$ cat src/rtl/core/bb3_pkg.sv
package bb3_pkg;

  localparam int WIDTH_W    = 11;
  localparam int HEIGHT_W   = 12;
  localparam int ROW_W      = 13;
  localparam int PSUM_W     = 10;
  localparam int SUM_W      = 12;
  localparam int CNT_W      = 4;
  localparam int RECIP_W    = 20;
  localparam int RECIP_SHIFT = 20;
  localparam int CFG_IDX_W  = 2;
  localparam int CFG_DATA_W = 12;

  localparam logic [CFG_IDX_W-1:0] CFG_IMAGE_WIDTH  = 2'd0;
  localparam logic [CFG_IDX_W-1:0] CFG_IMAGE_HEIGHT = 2'd1;

  typedef struct packed {
    logic [7:0] red;
    logic [7:0] green;
    logic [7:0] blue;
  } pix_t;

  // One window column, top row first.
  typedef struct packed {
    pix_t top;
    pix_t mid;
    pix_t bot;
  } col_t;

  typedef struct packed {
    logic top;
    logic bot;
  } row_en_t;

  typedef struct packed {
    logic [PSUM_W-1:0] red;
    logic [PSUM_W-1:0] green;
    logic [PSUM_W-1:0] blue;
  } psum_t;

  typedef struct packed {
    logic [SUM_W-1:0] red;
    logic [SUM_W-1:0] green;
    logic [SUM_W-1:0] blue;
  } sum_t;

  function automatic logic [PSUM_W-1:0] add3(logic [7:0] a, logic [7:0] b, logic [7:0] c);
    return PSUM_W'(a) + PSUM_W'(b) + PSUM_W'(c);
  endfunction

  function automatic logic [CNT_W-1:0] count_of(logic left, logic right, logic top, logic bot);
    logic [1:0] cols;
    logic [1:0] rows;
    cols = 2'd1 + 2'(left) + 2'(right);
    rows = 2'd1 + 2'(top) + 2'(bot);
    return CNT_W'(cols) * CNT_W'(rows);
  endfunction

  // ceil(2^RECIP_SHIFT / (2*count)), exact for every numerator below 2^13
  function automatic logic [RECIP_W-1:0] recip(logic [CNT_W-1:0] count);
    logic [RECIP_W-1:0] m;
    case (count)
      4'd1:    m = 20'd524288;
      4'd2:    m = 20'd262144;
      4'd3:    m = 20'd174763;
      4'd4:    m = 20'd131072;
      4'd6:    m = 20'd87382;
      4'd9:    m = 20'd58255;
      default: m = '0;
    endcase
    return m;
  endfunction

endpackage

$ cat src/rtl/core/bb3_mean_div.sv
module bb3_mean_div (
  input  logic [bb3_pkg::SUM_W-1:0] sum_i,
  input  logic [bb3_pkg::CNT_W-1:0] count_i,
  output logic [7:0]                mean_o
);

  localparam int NUM_W  = bb3_pkg::SUM_W + 1;
  localparam int PROD_W = NUM_W + bb3_pkg::RECIP_W;

  logic [NUM_W-1:0]  num;
  logic [PROD_W-1:0] prod;

  // Round half up: (2*sum + count) / (2*count), done as a reciprocal multiply.
  assign num    = {sum_i, 1'b0} + NUM_W'(count_i);
  assign prod   = PROD_W'(num) * PROD_W'(bb3_pkg::recip(count_i));
  assign mean_o = prod[bb3_pkg::RECIP_SHIFT +: 8];

endmodule

$ cat config.mk
export PLATFORM = sky130hd
export DESIGN_NAME = bb3_mean_div
export DESIGN_NICKNAME = d
export VERILOG_FILES = /design/src/rtl/core/bb3_pkg.sv /design/src/rtl/core/bb3_mean_div.sv
export SDC_FILE = /design/constraint.sdc
export NUM_CORES = 1
export LEC_CHECK = 0
export BUFFER_PORTS_ARGS = -buffer_cell sky130_fd_sc_hd__buf_2
export CELL_PAD_IN_SITES_DETAIL_PLACEMENT = 0
export CELL_PAD_IN_SITES_GLOBAL_PLACEMENT = 2
export CORE_MARGIN = 2
export CORE_UTILIZATION = 45
export DETAILED_ROUTE_END_ITERATION = 10
export GPL_TIMING_DRIVEN = 0
export PLACE_DENSITY_LB_ADDON = 0.25
export SKIP_LAST_GASP = 1
export SYNTH_ARGS = -nofsm -noshare
export SYNTH_HDL_FRONTEND = slang
export SYNTH_SLANG_ARGS = --single-unit
export TNS_END_PERCENT = 30
$ cat constraint.sdc
create_clock -name vclk -period 23.6
set_input_delay 5.9 -clock vclk [all_inputs]
set_output_delay 5.9 -clock vclk [all_outputs]
set_load 0.1 [all_outputs]
==> results of run 1 <==
## through the flow
step / power, W / instances
after global routing: 0.0002672 / 893
after global placement: 0.0002328 / 893
final: 0.0002341 / 893
after CTS: 0.0002371 / 893
after floorplan: 0.0001858 / 693
after detailed placement: 0.0002359 / 893
## power by group
part	switching (W)	total [W]	internal (W)	leakage, nW
combinational	0.000161	0.000234	0.0000729	3.43
sequential	0	0	0	0
clock	0	0	0	0
## kinds of logic after synthesis
kind of cell / count (synthesis) / share of synthesized area
other: 2 / 0.001242
adder cells (fa/ha/maj): 208 / 0.6165
multiplexers: 1 / 0.001655
buffers and inverters: 249 / 0.1549
XOR/XNOR: 33 / 0.05006
AO/OA/AOI/OAI: 52 / 0.05813
AND/OR/NAND/NOR: 146 / 0.1175
## critical path, delay by kind of cell
kind,cells,cell delay (ns)
buf+inv,6,0.80
simple gates,3,1.14
xor+xnor,2,0.67
compound gates,6,1.55
fa+ha+maj,8,3.36
## cells in the final DEF (no fill, tap or decap), types with 4 or more instances in the layout
cell type	netlist	routed
nor2_1	42	42
ha_1	58	58
a21o_1	8	8
buf_2	2	26
o21ai_0	7	7
xnor2_1	19	19
nor3_1	7	7
xor2_1	13	13
nand4_1	5	5
conb_1	2	4
inv_1	246	246
nor2b_1	7	7
a21oi_1	14	14
nand2_1	48	48
and2_1	16	16
nand3_1	6	6
fa_1	150	150
## layout make-up
cell class	instances	area [µm²]	share of cell area
Buffer	2	10.01	0.001565
Inverter	247	927.1	0.1450
Multi-Input combinational cell	444	5119	0.8003
Tap cell	176	220.2	0.03443
Timing Repair Buffer	24	120.1	0.01878
## Yosys cell counts, drive strengths merged, types with 2 or more instances
library cell,number
a211oi,3
o21bai,2
nor3,7
nand2,50
conb,2
nor2,42
nand2b,3
xor2,13
buf,2
nor2b,7
and2,16
o311ai,2
and3,3
a31oi,2
o211ai,2
ha,58
and4,2
o21ai,8
fa,150
nand3,7
xnor2,19
inv,246
a21oi,16
a21o,8
a221o,3
nand4,5
## routing by layer
| metal | GRT usage | vias to the layer above | wire length (µm) |
|---|---|---|---|
| li1 | - | 2058 | - |
| met1 | 0.3384 | 2151 | 6978 |
| met2 | 0.4084 | 86 | 7342 |
| met3 | 0.004753 | 6 | 616 |
| met4 | 0.02059 | 0 | 187 |
| met5 | 0 | - | 0 |
## worst paths after layout
| check | slack [ns] | from | end |
|---|---|---|---|
| worst max-delay path | 4.24 | count_i[1] | mean_o[6] |
| worst min-delay path | 12.90 | count_i[0] | mean_o[7] |
==> flow_summary_export.csv, run 1 <==
group,metric,value,unit
outcome,status,"completed",
clock_tree,cts_setup_buffers,0,
placed_design,port_buffers,24,
sta,slew_headroom,0.3352,
final_layout,post-route-util,0.4849,
synth,yosys-top-cells-area,"fa_1, inv_1, ha_1",
sta,rsz0062_at_grt,"no",
critical_path,critPathMaxStageDelay,0.76,ns
sta,timing.final.ws_setup,4.238,ns
floorplan,ioPinCount,24,
floorplan,rows,42,
sta,whs,12.90,ns
routing,dr_total_vias,4301,
critical_path,path_max_fanout,5,
routing,firstDrtPassIters,4,
final_layout,clkbuf_count,0,
routing,drt_wl_total,15130,µm
clock_tree,cts_hold_buf,0,
sta,setup-tns-final,0,ns
sta,finalMaxSlewViolations,0,
job,maxCapViolations,0,
routing,drt-vias-per-instance,4.816,
placed_design,dp_slack,4.316,ns
pwr,p_per_area,36.60,nW/µm²
critical_path,end_kind,"output port",
sta,worst_pin_slew,0.9881,ns
global_routing,antenna_found_initial,0,
floorplan,initial_utilization,0.4585,
final_layout,seq_cell_count,0,
critical_path,cp.arrival,13.46,ns
global_routing,gr-usage-all-layers,0.2331,
final_layout,final_area,6396,µm²
routing,ant_nets,0,
final_layout,fillCellCount,1336,
pwr,ir_drop,38.97,µV
sta,min_period_over_period,0.8204,
sta,setup_violations,0,
synth,synth_warnings,0,
routing,wl_per_cell,16.94,µm
final_layout,nets,943,
sta,fmax,51.65,MHz
floorplan,die_w,119.9,µm
synth,syn_inst,691,
global_routing,grt_pass1_vias,4688,
critical_path,crit_top_cell,"fa_1",
synth,synthesis.area,6048,µm²
critical_path,path_class,"in -> out",
sta,finalCriticalPeriod,19.36,ns
clock_tree,postCtsResizedCells,0,
floorplan,die_h,119.9,µm
synth,yosysUniqueCellTypes,45,
final_layout,seq_area,0,µm²
floorplan,coreArea,13190,µm²
global_routing,grt-ovfl-total,0,
placed_design,gp_congestion,0.8791,
critical_path,crit_required,17.70,ns
min_path,hp-class,"in -> out",
routing,drtIter0Drc,219,
final_layout,drive_gt1_frac,0.05021,
sta,hold_viol,0,
final_layout,area_delta_synth_final,5.751,%
final_layout,diodes,0,
min_path,hold-path-cell-count,7,
synth,syn_avg_cell_area,8.753,µm²
synth,synth_area_leader_cell,"fa_1",
global_routing,grt_pass1_wl,25470,µm
synth,synth_top_area_share,0.4965,
global_routing,grt_max_degree,11,
placed_design,dpl_cell_area,6396,µm²
critical_path,cp_slowest_cell,"nor4_1",
placed_design,hpwl,14330,µm
pwr,power_leakage,3.434,nW
synth,ys_seq_area_frac,0,
critical_path,start_kind,"input port",
routing,drc,0,
floorplan,die_area,14380,µm²
(Power assumes the default switching activity.)
==> run 2: changes to the inputs <==
CORE_UTILIZATION = 38   (was 45)
clock period = 17.16 ns   (was 23.6 ns; I/O delays follow)
==> flow_summary_export.csv, run 2 (synthesis gave the netlist of run 1 again) <==
group,metric,value,unit
outcome,status,"completed",
routing,wl_met1,7391,µm
floorplan,coreArea,15710,µm²
sta,slew_headroom,0.3424,
routing,wl_per_cell,16.85,µm
final_layout,diodes,0,
routing,drc,0,
pwr,power,0.0003228,W
sta,hold_viol,0,
final_layout,fillCellCount,1633,
placed_design,hpwl,14750,µm
routing,drt_wl_total,15720,µm
sta,finalMaxSlewViolations,0,
floorplan,ioPinCount,24,
final_layout,layout_commonest_cell,"inv_1",
routing,wl_met2,7642,µm
routing,drtIter0Drc,159,
sta,timing.final.ws_setup,1.024,ns
sta,worst_pin_slew,0.9774,ns
global_routing,antenna_found_initial,0,
placed_design,dpl_cell_area,6446,µm²
final_layout,clkbuf_count,0,
job,maxCapViolations,0,
sta,finalCriticalPeriod,16.14,ns
routing,met3_length,446,µm
global_routing,grt_pass1_wl,25850,µm
routing,firstDrtPassIters,5,
floorplan,die_area,16940,µm²
clock_tree,cts_setup_buffers,0,
global_routing,gr-usage-all-layers,0.2038,
pwr,ir_drop,68.65,µV
clock_tree,postCtsResizedCells,0,
routing,drt-vias-per-instance,4.573,
sta,setup_violations,0,
critical_path,path_max_fanout,5,
global_routing,grt-ovfl-total,0,
final_layout,nets,943,
final_layout,seq_cell_count,0,
placed_design,dp_slack,0.9603,ns
min_path,hold-path-cell-count,7,
critical_path,end_kind,"output port",
floorplan,die_w,130.2,µm
clock_tree,cts_hold_buf,0,
routing,dr_total_vias,4267,
floorplan,die_h,130.2,µm
global_routing,grt_max_degree,11,
sta,setup-tns-final,0,ns
floorplan,initial_utilization,0.3849,
final_layout,final_area,6446,µm²
final_layout,seq_area,0,µm²
min_path,hp-class,"in -> out",
sta,rsz0062_at_grt,"no",
final_layout,drive_gt1_frac,0.05021,
final_layout,post-route-util,0.4103,
critical_path,crit_required,12.87,ns
routing,maxUsedRoutingLayer,"met4",
final_layout,area_delta_synth_final,6.578,%
sta,fmax,61.97,MHz
pwr,p_per_area,50.08,nW/µm²
sta,min_period_over_period,0.9403,
critical_path,path_class,"in -> out",
critical_path,start_kind,"input port",
floorplan,rows,46,
pwr,power_leakage,3.434,nW
critical_path,cp.arrival,11.85,ns
final_layout,final_cell_mix,"inv_1, fa_1, ha_1, nand2_1, nor2_1",
placed_design,port_buffers,24,
global_routing,grt_pass1_vias,4722,
routing,ant_nets,0,
placed_design,gp_congestion,0.8779,
[run 2: cell counts in the layout (fill, tap and decap cells not counted)]
No cell type changed its count.
[run 2: worst max-delay path, cell delays in order]
cell      delay [ns]
buf_2           0.13
ha_1            0.22
fa_1            0.43
a21o_1          0.26
nand2_1         0.13
xor2_1          0.47
nor2_1          0.23
fa_1            0.61
inv_1           0.07
fa_1            0.40
inv_1           0.09
fa_1            0.42
fa_1            0.49
inv_1           0.05
fa_1            0.52
inv_1           0.04
ha_1            0.30
a21oi_1         0.23
o21ai_0         0.15
nor4_1          0.76
o211ai_1        0.36
a221o_1         0.41
a21oi_1         0.19
xnor2_1         0.13
buf_2           0.44
[run 2: final timing paths]
kind,from,to,slack (ns)
worst max-delay path,count_i[1],mean_o[6],1.02
worst min-delay path,count_i[0],mean_o[7],9.67
[run 2: where the power goes]
part | switching [W] | leakage [nW] | internal [W]
clock network | 0 | 0 | 0
registers | 0 | 0 | 0
logic | 0.000222 | 3.43 | 0.000100
total | 0.000222 | 3.43 | 0.000100
[run 2: final cells by class]
type / instances / area, µm² / share of cell area
multi-input cells: 444 / 5119 / 0.7941
inverters: 247 / 927.1 / 0.1438
well taps: 216 / 270.3 / 0.04193
repair buffers: 24 / 120.1 / 0.01863
plain buffers: 2 / 10.01 / 0.001553
[run 2: metal layers]
layer | up-vias | track usage
li1 | 2056 | -
met1 | 2126 | 0.2895
met2 | 77 | 0.3619
met3 | 8 | 0.004510
met4 | 0 | 0.02404
met5 | - | 0
[run 2: per-stage QoR]
stage                     hold slack (ns)  instances
after floorplan                     9.428        693
after global placement              9.668        933
after detailed placement            9.696        933
after CTS                           9.694        933
after global routing                9.786        933
final                               9.666        933
