**config.mk**
```make
export PLATFORM = sky130hd
export DESIGN_NAME = bb3_col_cell
export DESIGN_NICKNAME = d
export VERILOG_FILES = /design/src/rtl/core/bb3_pkg.sv /design/src/rtl/core/bb3_col_cell.sv
export SDC_FILE = /design/constraint.sdc
export NUM_CORES = 1
export LEC_CHECK = 0
export BUFFER_PORTS_ARGS = -buffer_cell sky130_fd_sc_hd__buf_2
export CORE_MARGIN = 4
export CORE_UTILIZATION = 50
export DETAILED_ROUTE_END_ITERATION = 10
export GPL_ROUTABILITY_DRIVEN = 0
export PLACE_DENSITY = 0.82
export SYNTH_ARGS = -nofsm -noshare
export SYNTH_HDL_FRONTEND = slang
export SYNTH_SLANG_ARGS = --single-unit
```
**constraint.sdc**
```tcl
create_clock -name clk_i -period 2.8 [get_ports clk_i]
set_input_delay 0.14 -clock clk_i [delete_from_list [all_inputs] [get_ports clk_i]]
set_output_delay 0.14 -clock clk_i [all_outputs]
set_load 0.01 [all_outputs]
```
**src/rtl/core/bb3_pkg.sv**
```systemverilog
package bb3_pkg;

  localparam int WIDTH_W    = 11;
  localparam int HEIGHT_W   = 12;
  localparam int ROW_W      = 13;
  localparam int PSUM_W     = 10;
  localparam int SUM_W      = 12;
  localparam int CNT_W      = 4;
  localparam int RECIP_W    = 20;
  localparam int RECIP_SHIFT = 20;
  localparam int CFG_IDX_W  = 2;
  localparam int CFG_DATA_W = 12;

  localparam logic [CFG_IDX_W-1:0] CFG_IMAGE_WIDTH  = 2'd0;
  localparam logic [CFG_IDX_W-1:0] CFG_IMAGE_HEIGHT = 2'd1;

  typedef struct packed {
    logic [7:0] red;
    logic [7:0] green;
    logic [7:0] blue;
  } pix_t;

  // One window column, top row first.
  typedef struct packed {
    pix_t top;
    pix_t mid;
    pix_t bot;
  } col_t;

  typedef struct packed {
    logic top;
    logic bot;
  } row_en_t;

  typedef struct packed {
    logic [PSUM_W-1:0] red;
    logic [PSUM_W-1:0] green;
    logic [PSUM_W-1:0] blue;
  } psum_t;

  typedef struct packed {
    logic [SUM_W-1:0] red;
    logic [SUM_W-1:0] green;
    logic [SUM_W-1:0] blue;
  } sum_t;

  function automatic logic [PSUM_W-1:0] add3(logic [7:0] a, logic [7:0] b, logic [7:0] c);
    return PSUM_W'(a) + PSUM_W'(b) + PSUM_W'(c);
  endfunction

  function automatic logic [CNT_W-1:0] count_of(logic left, logic right, logic top, logic bot);
    logic [1:0] cols;
    logic [1:0] rows;
    cols = 2'd1 + 2'(left) + 2'(right);
    rows = 2'd1 + 2'(top) + 2'(bot);
    return CNT_W'(cols) * CNT_W'(rows);
  endfunction

  // ceil(2^RECIP_SHIFT / (2*count)), exact for every numerator below 2^13
  function automatic logic [RECIP_W-1:0] recip(logic [CNT_W-1:0] count);
    logic [RECIP_W-1:0] m;
    case (count)
      4'd1:    m = 20'd524288;
      4'd2:    m = 20'd262144;
      4'd3:    m = 20'd174763;
      4'd4:    m = 20'd131072;
      4'd6:    m = 20'd87382;
      4'd9:    m = 20'd58255;
      default: m = '0;
    endcase
    return m;
  endfunction

endpackage

```
**src/rtl/core/bb3_col_cell.sv**
```systemverilog
module bb3_col_cell (
  input  logic            clk_i,
  input  logic            rst_ni,
  input  logic            shift_i,
  input  bb3_pkg::col_t    col_i,
  input  logic            col_en_i,
  input  bb3_pkg::row_en_t row_en_i,
  output bb3_pkg::col_t    col_o,
  output bb3_pkg::psum_t   sum_o
);

  bb3_pkg::col_t col_q;
  bb3_pkg::pix_t top_m;
  bb3_pkg::pix_t bot_m;

  always_ff @(posedge clk_i or negedge rst_ni) begin
    if (!rst_ni) begin
      col_q <= '0;
    end else if (shift_i) begin
      col_q <= col_i;
    end
  end

  assign col_o = col_q;

  // Drop rows that fall outside the frame.
  assign top_m = row_en_i.top ? col_q.top : '0;
  assign bot_m = row_en_i.bot ? col_q.bot : '0;

  always_comb begin
    sum_o = '0;
    if (col_en_i) begin
      sum_o.red   = bb3_pkg::add3(top_m.red,   col_q.mid.red,   bot_m.red);
      sum_o.green = bb3_pkg::add3(top_m.green, col_q.mid.green, bot_m.green);
      sum_o.blue  = bb3_pkg::add3(top_m.blue,  col_q.mid.blue,  bot_m.blue);
    end
  end

endmodule

```
==> flow_summary.ini, run 1 <==
[clock_tree]
cts-root-buf = clkbuf_8
worstSkewPairLatency_ns = 0.35
cts_sinks = 72
cts_max_level = 3
tritoncts = done
cts_buffers = 9
clk_pin_slew_ns = 0.08
ctsLongestPathBuffers = 2

[synth]
syn_avg_cell_area_um2 = 11.5
synth_nets = 524
yosys_warnings = 0
ys_ff_latch = 72
synth.top_cells.by_area = dfrtp_1 (39%), mux2_2 (17%), fa_1 (12%), and2_1 (6.4%), ha_1 (5.8%)
synth-async-reset-ratio_pct = 100
synth_area_leader_cell = dfrtp_1
ys_seq_area_share_pct = 39.4
synth_edf_count = 0
synth_cells = 398
synth_flop_cell = dfrtp_1
synthDistinctLibCells = 42
synthesis.area_um2 = 4570
synth_top_area_share_pct = 39.4

[placed_design]
dp.cells = 681
numPortBuffers = 179
dp_hpwl_mm = 8.90
dp_slack_ns = -0.00798
postPlaceCellArea_um2 = 5630

[final_layout]
antenna_cells = 0
fillCellCount = 638
stdcell_area_um2 = 6400
largest_reg_flops = 72
fin_nets = 736
drive_gt1_share_pct = 57.2
finalNonFillerCells = 722
area_delta_synth_final_pct = 40.2

[worst_setup_path]
cp_max_fo = 3
cp-start-kind = flop
worst-setup-path-type = reg -> out
cp.arrival_ns = 2.79
cp.required_ns = 2.66
endpoint_kind = output port

[detailed_routing]
first_iter_violations = 139
drc = 0
dr_total_vias = 3964
via_per_inst = 5.49
antenna_left = 0
firstDrtPassIters = 4
wl_per_cell_um = 17.7
wl_mm = 12.8

[sta]
layout_setup_ws_ns = -0.127
setup-tns-final_ns = -0.852
final_max_slew_viol_count = 0
skew_ns = 0
rsz0062_at_grt = true
fmax_ghz = 0.342
period_needed_ns = 2.93
relSlewSlack_pct = 39.3
final_hold_viol_count = 0
tightestPinTransition_ns = 0.911
setup_viol = 10
period_share_pct = 105

[floorplanning]
rows = 34
initial_core_util_pct = 51.9
chipWidth_um = 104
ioPinCount = 180
die-area_um2 = 10700
fp.dieH_um = 104
coreArea_um2 = 8810

[grt]
grt_pass1_wl_mm = 20.2
antenna_found_initial = 0
grt_max_degree = 77
grt_overflow = 0
grt_use_total_pct = 23.2
grt_pass1_vias = 4080

[power_and_ir_drop]
peakVddDrop_uv = 327
p_per_area_nw_per_um2 = 627
p_leak_uw = 0.00309

[run_status]
status = finished with violations
violations = setup timing

[hold_path]
hp-class = in -> reg

[job]
drv_cap = 0
==> through the flow <==
stage               utilization (%)  total power [uW]  hold slack (ns)
finish                         72.7              4020           0.0175
global route                   72.7              4250          0.00147
CTS                            71.0              3920          0.00539
detailed placement             64.0              2600            0.332
global placement               64.0              2550            0.308
floorplan                         -              2080           -0.156
==> layer usage <==
| layer | share of wire [%] | GRT usage [%] |
|---|---|---|
| met5 | 0 | 0 |
| met4 | 1.7 | 7.31 |
| met3 | 6.3 | 5.91 |
| met2 | 53 | 41.0 |
| met1 | 39 | 27.7 |
==> synthesized netlist by cell type, types with 2 or more instances <==
master and number:
o31a_1 3, nor4_1 2, a211oi_1 6, o311ai_0 4, nand3b_1 2, mux2i_1 2
dfrtp_1 72, a21o_1 5, o21a_1 2, nand4b_1 2, or4_1 2, and2_1 47
xor2_1 2, nor2b_1 3, nand2b_1 4, mux2_2 68, nand2_1 24, ha_1 21
buf_1 2, buf_2 6, clkbuf_1 7, and3_1 3, nor2_1 12, o21bai_1 4
nand3_1 4, o21ai_0 11, fa_1 27, a21oi_1 12, inv_1 18, nor3_1 9
==> path summary, 6_finish.rpt <==
| check | startpoint | to | slack [ns] | cells past startpoint |
|---|---|---|---|---|
| setup / recovery | col_o[9] | sum_o[17] | -0.13 | 12 |
| hold / removal | col_i[21] | col_o[21] | 0.02 | 2 |
| setup reg to reg | col_o[65] | col_o[65] | 1.76 | 3 |
| hold reg to reg | col_o[0] | col_o[0] | 0.53 | 1 |
| max in group asynchronous | rst_ni | col_o[47] | 1.73 | 2 |
| min in group asynchronous | rst_ni | col_o[52] | 0.44 | 2 |
==> cell usage in the layout, fill, tap and decap left out, types with 5 or more instances in the layout <==
master and instances:
and2_1 44, fa_1 20, ha_1 8, nor2_1 11, dfrtp_1 72, ha_4 9
a21o_1 5, mux2_2 68, buf_6 6, a21oi_1 7, buf_4 30, fa_2 7
clkbuf_8 10, inv_1 10, buf_2 176, o21ai_0 6, inv_2 8, nor3_1 8
nand2_1 21
==> power breakdown <==
part           internal [uW]  switching (uW)  leakage [uW]  total (uW)
registers               1140            90.8      0.000844        1230
logic                    820             861       0.00211        1680
clock network            703             397      0.000133        1100
==> area by class of cell <==
type | count | area, um2 | area share, %
clock inverter | 5 | 129 | 2.01
clock buffer | 10 | 138 | 2.15
sequential | 72 | 1800 | 28.1
timing repair buffer | 216 | 1220 | 19.1
multi-input combinational | 293 | 2910 | 45.4
inverter | 18 | 67.6 | 1.05
tap | 108 | 135 | 2.11
==> kinds of logic after synthesis <==
logic type	count (synthesis)	share of synthesized area (%)
buf+inv	33	2.88
fa+ha+maj	48	17.6
mux	70	17.2
xor+xnor	3	0.575
compound gates	56	8.33
simple gates	116	14.0
flops	72	39.4
==> what timing repair did <==
| item | CTS | global route |
|---|---|---|
| pin swaps | 25 | 26 |
| setup endpoints to repair | 15 | 16 |
| gates resized for setup | 51 | 24 |
| setup buffers | 16 | 8 |
| hold endpoints to repair | 73 | 1 |
| hold buffers | 2 | 1 |
==> worst max-delay path, stage by stage, from the launching register on <==
cell and delay (ns):
dfrtp_1 0.39, nand2_2 0.08, fa_1 0.48, inv_1 0.04, ha_2 0.18, inv_2 0.05
fa_2 0.23, nor2b_4 0.06, o31a_1 0.25, buf_6 0.13, o211ai_1 0.26, nand3_2 0.14
buf_6 0.15
No activity file was read; power rests on OpenSTA's default activity.
==> inputs of run 2 (changes only) <==
Clock period 2.8 ns to 3.2 ns, I/O delays scaled along.
==> run 2 against run 1 <==
  * The run now ends clean
  * First-iteration DRC count decreased by 0.72%
  * Worst setup slack improved by 0.24 ns
  * Final area decreased by 8.0%
  * Wire length decreased by 7.4%
  * Clock power decreased by 17%
  * Critical endpoint unchanged
  * Largest power group unchanged
==> flow_summary.ini, run 2 (same netlist as run 1, synthesis figures left out) <==
[final_layout]
mostFrequentLayoutCells = buf_2 (178), dfrtp_1 (72), mux2_2 (68)
final_common_cell = buf_2
largest_reg_flops = 72
stdcell_area_um2 = 5890
utilization_pct = 66.9
antenna_cells = 0
area_delta_synth_final_pct = 29.0
fin_nets = 705
drive_gt1_share_pct = 47.9

[floorplanning]
chipWidth_um = 104
fp.dieH_um = 104
coreArea_um2 = 8810
die-area_um2 = 10700
initial_core_util_pct = 51.9
ioPinCount = 180
rows = 34

[sta]
setup-tns-final_ns = 0
period_share_pct = 96.4
final_max_slew_viol_count = 0
final_hold_viol_count = 0
period_needed_ns = 3.08
relSlewSlack_pct = 39.3
tightestPinTransition_ns = 0.910
setup_viol = 0
skew_ns = 0
fmax_ghz = 0.324
rsz0062_at_grt = true
layout_setup_ws_ns = 0.115

[placed_design]
dp_hpwl_mm = 8.71
postPlaceCellArea_um2 = 5560
dp_slack_ns = 0.169
numPortBuffers = 179

[detailed_routing]
antenna_left = 0
via_per_inst = 5.51
wl_mm = 11.8
firstDrtPassIters = 4
dr_total_vias = 3811
wl_per_cell_um = 17.1
drc = 0
first_iter_violations = 138

[clock_tree]
cts_max_level = 3
worstSkewPairLatency_ns = 0.34
cts-root-buf = clkbuf_8
cts_buffers = 9
ctsLongestPathBuffers = 2
clk_pin_slew_ns = 0.08
cts_sinks = 72
tritoncts = done

[power_and_ir_drop]
p_switching_uw = 1080
combPwrFrac_pct = 37.8
p_per_area_nw_per_um2 = 542
p_sw_share_pct = 33.7
p_leak_uw = 0.00292
seqPwrFrac_pct = 33.8
power_frac_clock_pct = 28.4
p_int_uw = 2120
peakVddDrop_uv = 252

[grt]
grt_overflow = 0
grt_max_degree = 77
grt_pass1_vias = 3846
grt_use_total_pct = 21.9
antenna_found_initial = 0
grt_pass1_wl_mm = 19.3

[worst_setup_path]
crit_path_max_incr_delay_ns = 0.49
path_delay_family = adder cells
cp_max_fo = 3
slowest_stage = or4_4
path_cells = and2_1 > fa_1 > ha_2 > inv_2 > fa_2 > nor2b_4 > o31a_1 > or4_4 > nand3_2 > buf_2
cp.arrival_ns = 2.92
cp-start-kind = flop
endpoint_kind = output port
critPathBufInv = 2
worst-setup-path-type = reg -> out
cp.required_ns = 3.04

[hold_path]
hp-class = in -> reg

[run_status]
status = finished, final reports clean

[job]
drv_cap = 0
## run 2: metrics by stage
stage / hold slack, ns / std cells / total power (uW)
after detailed placement: 0.342 / 671 / 2250
after CTS: 0.0272 / 688 / 3180
after global placement: 0.321 / 671 / 2200
final: 0.0388 / 692 / 3190
after floorplan: -0.136 / 398 / 1820
after global routing: 0.0210 / 692 / 3380
## run 2: final timing paths
| kind | start | to | slack [ns] | cells after the start |
|---|---|---|---|---|
| worst max-delay path | col_o[56] | sum_o[17] | 0.12 | 10 |
| worst min-delay path | col_i[4] | col_o[4] | 0.04 | 2 |
| worst max register to register | col_o[57] | col_o[57] | 2.28 | 2 |
| worst min register to register | col_o[20] | col_o[20] | 0.53 | 1 |
| max in group asynchronous | rst_ni | col_o[42] | 2.12 | 2 |
| min in group asynchronous | rst_ni | col_o[5] | 0.48 | 2 |
## run 2: repair_timing
item | CTS | global route
pin swaps | 0 | 4
hold buffers | 1 | 0
buffers inserted | 0 | 4
endpoints found under the setup margin | 1 | 5
hold endpoints to repair | 72 | 0
resized for setup | 1 | 10
cloned | 0 | 0
## run 2: area by class of cell
cell class,count,area [um2]
clock buffer,12,155
clock inverter,4,98.8
fill,685,2920
inverter,18,67.6
multi-input combinational,293,2670
sequential,72,1800
tap,108,135
timing repair buffer,185,958
## run 2: layer usage
metal | wire [um] | GRT usage [%] | vias up
met4 | 354 | 8.74 | 0
met2 | 6110 | 37.7 | 151
met3 | 625 | 4.17 | 31
met1 | 4720 | 27.4 | 1870
li1 | - | - | 1759
met5 | 0 | 0 | -
## run 2: power groups by stage
stage,registers [uW],clock network (uW),logic [uW]
global placement,1090,0,1110
global route,1090,965,1320
CTS,1080,923,1180
finish,1080,909,1210
floorplan,1130,0,696
detailed placement,1100,0,1150
